**config.mk**
```make
export PLATFORM = sky130hd
export DESIGN_NAME = min_tracking_stack_top
export DESIGN_NICKNAME = d
export VERILOG_FILES = /design/src/rtl/mts_pkg.sv /design/src/rtl/mts_cell.sv /design/src/rtl/mts_ctrl.sv /design/src/rtl/min_tracking_stack_top.sv
export VERILOG_INCLUDE_DIRS = /design/src /design/src/rtl
export SDC_FILE = /design/constraint.sdc
export NUM_CORES = 1
export LEC_CHECK = 0
export CAP_MARGIN = 10
export CORE_ASPECT_RATIO = 0.5
export CORE_MARGIN = 4
export CORE_UTILIZATION = 27
export DETAILED_ROUTE_END_ITERATION = 8
export DONT_BUFFER_PORTS = 1
export GPL_ROUTABILITY_DRIVEN = 0
export SKIP_CTS_REPAIR_TIMING = 1
export SYNTH_ARGS = -nofsm -noshare
export SYNTH_HDL_FRONTEND = slang
export SYNTH_SLANG_ARGS = --single-unit
```
**constraint.sdc**
```tcl
create_clock -name clk -period 21.8 [get_ports clk]
set_clock_uncertainty 0.2 [all_clocks]
set_input_delay 4.36 -clock clk [delete_from_list [all_inputs] [get_ports clk]]
set_output_delay 4.36 -clock clk [all_outputs]
set_load 0.02 [all_outputs]
```
**src/rtl/min_tracking_stack_top_defines.svh**
```systemverilog
// Assertion macros for the min-tracking stack top level.
`ifndef MIN_TRACKING_STACK_TOP_DEFINES_SVH
`define MIN_TRACKING_STACK_TOP_DEFINES_SVH

// Check a condition in the same cycle as its trigger.
`define MTS_CHECK_NOW(label, trig, cond, msg) \
    label: assert property (@(posedge clk) disable iff (!rst_n) (trig) |-> (cond)) \
        else $error(msg);

// Check a condition in the cycle after its trigger.
`define MTS_CHECK_NEXT(label, trig, cond, msg) \
    label: assert property (@(posedge clk) disable iff (!rst_n) (trig) |=> (cond)) \
        else $error(msg);

`endif

```
**src/rtl/mts_pkg.sv**
```systemverilog
// Shared types and codes for the min-tracking stack.
package mts_pkg;

    // Operation codes carried by the kind field
    localparam logic KIND_PUSH = 1'b0;
    localparam logic KIND_POP  = 1'b1;

    // Status codes reported with every result
    localparam logic [1:0] ST_OK         = 2'd0;
    localparam logic [1:0] ST_PUSH_FULL  = 2'd1;
    localparam logic [1:0] ST_POP_EMPTY  = 2'd2;

    // Shift control broadcast from the controller to every cell
    typedef struct packed {
        logic push;
        logic pop;
    } shift_ctl_t;

endpackage

```
**src/rtl/mts_cell.sv**
```systemverilog
// One stack cell: holds one stored word and shifts with its neighbors.
module mts_cell import mts_pkg::*;
#(
    parameter int WORD_W = 18
)
(
    input  logic              clk,
    input  shift_ctl_t        ctl,
    input  logic [WORD_W-1:0] push_word,
    input  logic [WORD_W-1:0] pop_word,
    output logic [WORD_W-1:0] word
);

    logic [WORD_W-1:0] word_reg;
    logic [WORD_W-1:0] word_next;

    // Take the upper neighbor on push, the lower neighbor on pop, else hold
    always_comb
    begin
        word_next = word_reg;
        if (ctl.push)
        begin
            word_next = push_word;
        end
        else if (ctl.pop)
        begin
            word_next = pop_word;
        end
    end

    always_ff @(posedge clk)
    begin
        word_reg <= word_next;
    end

    assign word = word_reg;

endmodule

```
**src/rtl/mts_ctrl.sv**
```systemverilog
// Controller: fill count, running minimum, word encoding and result registers.
module mts_ctrl import mts_pkg::*;
#(
    parameter int DEPTH      = 16,
    parameter int DATA_WIDTH = 16,
    parameter int WORD_W     = DATA_WIDTH + 2
)
(
    input  logic                         clk,
    input  logic                         rst_n,
    input  logic                         accept,
    input  logic                         kind,
    input  logic signed [DATA_WIDTH-1:0] value,
    input  logic signed [WORD_W-1:0]     top_word,
    output shift_ctl_t                   ctl,
    output logic [WORD_W-1:0]            new_word,
    output logic                         done,
    output logic signed [DATA_WIDTH-1:0] popped_value,
    output logic signed [DATA_WIDTH-1:0] current_min,
    output logic                         min_valid,
    output logic [1:0]                   status
);

    localparam int FILL_W = $clog2(DEPTH + 1);

    logic [FILL_W-1:0]           fill_reg;
    logic [FILL_W-1:0]           fill_next;
    logic signed [DATA_WIDTH-1:0] min_reg;
    logic signed [DATA_WIDTH-1:0] min_next;

    logic                         done_reg;
    logic signed [DATA_WIDTH-1:0] popped_reg;
    logic signed [DATA_WIDTH-1:0] popped_next;
    logic signed [DATA_WIDTH-1:0] cur_min_reg;
    logic signed [DATA_WIDTH-1:0] cur_min_next;
    logic                         valid_reg;
    logic                         valid_next;
    logic [1:0]                   status_reg;
    logic [1:0]                   status_next;

    logic                     is_full;
    logic                     is_empty;
    logic signed [WORD_W-1:0] val_ext;
    logic signed [WORD_W-1:0] min_ext;
    logic signed [WORD_W-1:0] enc_word;
    logic signed [WORD_W-1:0] restore_word;
    logic                     top_below;

    assign is_full  = (fill_reg == FILL_W'(DEPTH));
    assign is_empty = (fill_reg == '0);

    // Widen value and minimum to the stored word width
    assign val_ext = {{2{value[DATA_WIDTH-1]}}, value};
    assign min_ext = {{2{min_reg[DATA_WIDTH-1]}}, min_reg};

    // Encode a new minimum as 2*value - min; decode old min as 2*min - word
    assign enc_word     = {val_ext[WORD_W-2:0], 1'b0} - min_ext;
    assign restore_word = {min_ext[WORD_W-2:0], 1'b0} - top_word;
    assign top_below    = (top_word < min_ext);

    // Decode the request and work out the next state and result
    always_comb
    begin
        fill_next   = fill_reg;
        min_next    = min_reg;
        new_word    = val_ext;
        ctl         = '0;
        popped_next = '0;
        status_next = ST_OK;
        case (kind)
            KIND_PUSH:
            begin
                if (is_full)
                begin
                    status_next = ST_PUSH_FULL;
                end
                else
                begin
                    ctl.push  = accept;
                    fill_next = fill_reg + 1'b1;
                    if (is_empty)
                    begin
                        min_next = value;
                    end
                    else if (value < min_reg)
                    begin
                        new_word = enc_word;
                        min_next = value;
                    end
                end
            end
            KIND_POP:
            begin
                if (is_empty)
                begin
                    status_next = ST_POP_EMPTY;
                end
                else
                begin
                    ctl.pop   = accept;
                    fill_next = fill_reg - 1'b1;
                    if (top_below)
                    begin
                        popped_next = min_reg;
                        min_next    = restore_word[DATA_WIDTH-1:0];
                    end
                    else
                    begin
                        popped_next = top_word[DATA_WIDTH-1:0];
                    end
                end
            end
            default:
            begin
                status_next = ST_OK;
            end
        endcase
        valid_next   = (fill_next != '0);
        cur_min_next = valid_next ? min_next : '0;
    end

    // Advance control state on an accepted request
    always_ff @(posedge clk or negedge rst_n)
    begin
        if (!rst_n)
        begin
            fill_reg <= '0;
            min_reg  <= '0;
            done_reg <= 1'b0;
        end
        else
        begin
            done_reg <= accept;
            if (accept)
            begin
                fill_reg <= fill_next;
                min_reg  <= min_next;
            end
        end
    end

    // Hold the result for its strobe cycle
    always_ff @(posedge clk)
    begin
        if (accept)
        begin
            popped_reg  <= popped_next;
            cur_min_reg <= cur_min_next;
            valid_reg   <= valid_next;
            status_reg  <= status_next;
        end
    end

    assign done         = done_reg;
    assign popped_value = popped_reg;
    assign current_min  = cur_min_reg;
    assign min_valid    = valid_reg;
    assign status       = status_reg;

endmodule

```
**src/rtl/min_tracking_stack_top.sv**
```systemverilog
// Top level of the min-tracking stack: controller plus a shifting row of cells.
// A request accepted at a clock edge gives its result, with done high, in the
// following cycle. Throughput: one request per cycle; busy stays low since the
// top entry always sits in the first cell of the shifting row.
// Reset (rst_n low, asynchronous) empties the stack and clears the minimum;
// cell contents are not cleared. The receiver cannot stall results.
`include "min_tracking_stack_top_defines.svh"

module min_tracking_stack_top import mts_pkg::*;
#(
    parameter int DEPTH      = 16,
    parameter int DATA_WIDTH = 16
)
(
    input  logic                         clk,
    input  logic                         rst_n,
    input  logic                         start,
    input  logic                         kind,
    input  logic signed [DATA_WIDTH-1:0] value,
    output logic                         busy,
    output logic                         done,
    output logic signed [DATA_WIDTH-1:0] popped_value,
    output logic signed [DATA_WIDTH-1:0] current_min,
    output logic                         min_valid,
    output logic [1:0]                   status
);

    localparam int WORD_W = DATA_WIDTH + 2;

    logic              accept;
    shift_ctl_t        ctl;
    logic [WORD_W-1:0] new_word;
    logic [WORD_W-1:0] cell_word [DEPTH];

    assign busy   = 1'b0;
    assign accept = start && !busy;

    mts_ctrl #(
        .DEPTH      (DEPTH),
        .DATA_WIDTH (DATA_WIDTH),
        .WORD_W     (WORD_W)
    ) u_ctrl (
        .clk          (clk),
        .rst_n        (rst_n),
        .accept       (accept),
        .kind         (kind),
        .value        (value),
        .top_word     (cell_word[0]),
        .ctl          (ctl),
        .new_word     (new_word),
        .done         (done),
        .popped_value (popped_value),
        .current_min  (current_min),
        .min_valid    (min_valid),
        .status       (status)
    );

    // Build the row: cell 0 is the top of the stack
    for (genvar i = 0; i < DEPTH; i++)
    begin : g_cell
        logic [WORD_W-1:0] up_word;
        logic [WORD_W-1:0] down_word;

        if (i == 0)
        begin : g_head
            assign up_word = new_word;
        end
        else
        begin : g_body
            assign up_word = cell_word[i-1];
        end

        if (i == DEPTH - 1)
        begin : g_tail
            assign down_word = cell_word[i];
        end
        else
        begin : g_link
            assign down_word = cell_word[i+1];
        end

        mts_cell #(
            .WORD_W (WORD_W)
        ) u_cell (
            .clk       (clk),
            .ctl       (ctl),
            .push_word (up_word),
            .pop_word  (down_word),
            .word      (cell_word[i])
        );
    end

    // Every accepted request yields a result in the next cycle
    `MTS_CHECK_NEXT(a_result_follows, start && !busy, done, "accepted request gave no result")
    // A refused push means the stack still holds elements
    `MTS_CHECK_NOW(a_full_nonempty, done && status == ST_PUSH_FULL, min_valid, "full push on empty stack")
    // A refused pop leaves an empty stack and a zero popped value
    `MTS_CHECK_NOW(a_empty_pop, done && status == ST_POP_EMPTY, !min_valid && popped_value == '0, "bad empty pop")
    // An empty stack reports a zero minimum
    `MTS_CHECK_NOW(a_empty_min, done && !min_valid, current_min == '0, "nonzero minimum on empty stack")

endmodule

```
==> impl_metrics.toml <==
[floorplan]
die_w_um = 372
design.core.area_sq_um = 65200
initial_utilization_pct = 27.4
ios = 57
fp.dieH_um = 190
die_area_sq_um = 70500
fp-row-count = 66

[worst_setup_path]
slowest_stage = "buf_4"
cp.required_ns = 21.76
cp-end-kind = "register"
cpPeakStageDelay_ns = 0.94
crit_family = "buffers and inverters"
crit_type = "input pin to register"
worstSetupStartpointType = "input pin"
crit_chain = "xor2_1 -> a21oi_4 -> buf_4 -> buf_4"
cp_common_cell = "buf_4"
cp_max_fo = 84
arrival_ns = 7.46
cp_num_buf_inv = 2

[pwr]
p_leak_nw = 8.13
peakVddDrop_mv = 0.0639
power.density_nw_per_um2 = 122

[logic_synthesis]
synth-edff-count = 323
netlist_instances = 1842
yosysTopAreaCell = "edfxtp_1"
synth-seq-cells = 345
synthXorXnorAreaFrac_pct = 1.03
synth_top_area_share_pct = 54.4
synthArstFlopShare_pct = 6.38
synth_area_per_cell_sq_um = 9.69
yosysSeqAreaShare_pct = 57.5
yosys_warnings = 0
syn_nets = 1927
synth_top_family_by_area = "simple AND/OR/NAND/NOR gates"
synth_mux_area_share_pct = 1.76
synthSimpleGateAreaFrac_pct = 22.4
synth_compound_area_share_pct = 9.52
ys.flop_type = "edfxtp_1"
yosys-top-cells-area = "edfxtp_1 (54%), nand2_1 (17%), ha_1 (4.4%), dfrtp_1 (3.1%), a21oi_1 (1.9%)"
synth_fa_ha_area_share_pct = 4.64
synth_area_sq_um = 17800
synth_cell_type_count = 76

[cells_and_area]
fin_nets = 1882
area_growth_pct = 11.3
mostFrequentLayoutCells = "nand2_1 (785), edfxtp_1 (323), a21oi_1 (66), ha_1 (63), nor2_1 (59)"
largest_reg_flops = 288
regArea_sq_um = 10200
final_common_cell = "nand2_1"
diodes = 0
fin_util_pct = 30.5
fillers = 6685
drive_gt1_share_pct = 4.60
multi_input_area_sq_um = 7040

[drt]
drc = 0
dr.pass1.iters = 5
vias = 13000
routed_wirelength_mm = 41.4
drt_iter0_drc = 1103
viasPerCell = 4.80
ant_nets = 0
wl_per_cell_um = 15.3

[timing]
hold_viol = 0
rsz0062_at_grt = "no"
finalCritPeriodShare_pct = 34.4
setup_viol = 0
max_slew_margin_pct = 17.8
slew_viol_final = 0
tightest_slew_ns = 1.23
period_needed_ns = 7.50
setup_tns_ns = 0
fmax_mhz = 133

[worst_hold_path]
min_path_type = "register to register"

[placement]
place_hpwl_mm = 26.3
portBuffers = 0

[clock_tree]
clockBufferDepth = 3
cts-root-buf = "clkbuf_16"
clock-sinks = 345
htreeDepth = 2
cts_made_buffers = 38
clk_latency_ns = 0.54
cts.clk_slew.worst_paths_ns = 0.06
cts_tree = "built"

[global_route]
antenna_found_initial = 0
grt_pass1_vias = 12300
grt_pass1_wl_mm = 66.2
grt_max_degree = 257
gr-total-overflow = 0
track_usage_pct = 11.4

[run]
maxCapViolCount = 0

[outcome]
status = "completed"
[metal layers]
layer / share of wire, % / global-route usage, %
met1: 47 / 15.8
met5: 0 / 0
met3: 5.2 / 2.33
met2: 45 / 17.9
met4: 3.1 / 4.04
[synthesized netlist by cell type, drive strengths merged, types with 11 or more instances]
library cell	number
buf	13
a211oi	23
inv	48
a31oi	13
dfrtp	22
a21oi	67
mux2i	28
clkbuf	81
nand3	20
ha	63
edfxtp	323
o21ai	51
nor3	44
nor2	59
nand2	787
xor2	11
[cell families after synthesis]
logic type | after synthesis
and+or+nand+nor | 980
DFF | 345
AOI/OAI and AO/OA | 256
buffers and inverters | 143
adders and majority gates | 65
muxes | 31
xor gates and xnor gates | 21
other | 1
[cell type report]
class	count	share of cell area, %
inverters	49	0.964
multi-input cells	1354	35.5
repair buffers	9	0.403
well taps	884	5.57
clock buffers	44	4.90
flip-flops and latches	345	51.6
clock inverters	24	1.06
[where the power goes]
| part | internal [mW] | leakage, nW | switching (mW) |
|---|---|---|---|
| logic | 0.307 | 4.09 | 0.526 |
| registers | 0.866 | 3.46 | 0.109 |
| clock network | 0.348 | 0.573 | 0.270 |
| total | 1.52 | 8.13 | 0.905 |
[final timing paths]
path,start,to,slack (ns),cells after the start
max,kind,g_cell[14].u_cell.word[1],14.30,4
min,g_cell[14].u_cell.word[2],g_cell[15].u_cell.word[2],0.25,0
max reg2reg,u_ctrl.fill_reg[0],g_cell[14].u_cell.word[1],17.10,7
min reg2reg,g_cell[14].u_cell.word[2],g_cell[15].u_cell.word[2],0.25,0
max in group asynchronous,rst_n,u_ctrl.min_reg[7],17.99,0
min in group asynchronous,rst_n,u_ctrl.done,3.31,0
[stage by stage]
stage | hold WS, ns | instances | power [mW] | setup slack (ns) | cell area (sq um)
floorplan | 0.226 | 1842 | 1.61 | 2.72 | 17800
global placement | 0.232 | 2641 | 1.79 | 13.71 | 18700
detailed placement | 0.236 | 2641 | 1.81 | 13.70 | 18700
CTS | 0.255 | 2709 | 2.44 | 14.22 | 19900
global route | 0.261 | 2709 | 2.58 | 14.04 | 19900
finish | 0.251 | 2709 | 2.43 | 14.30 | 19900
Power figures use the tool's default switching activity.
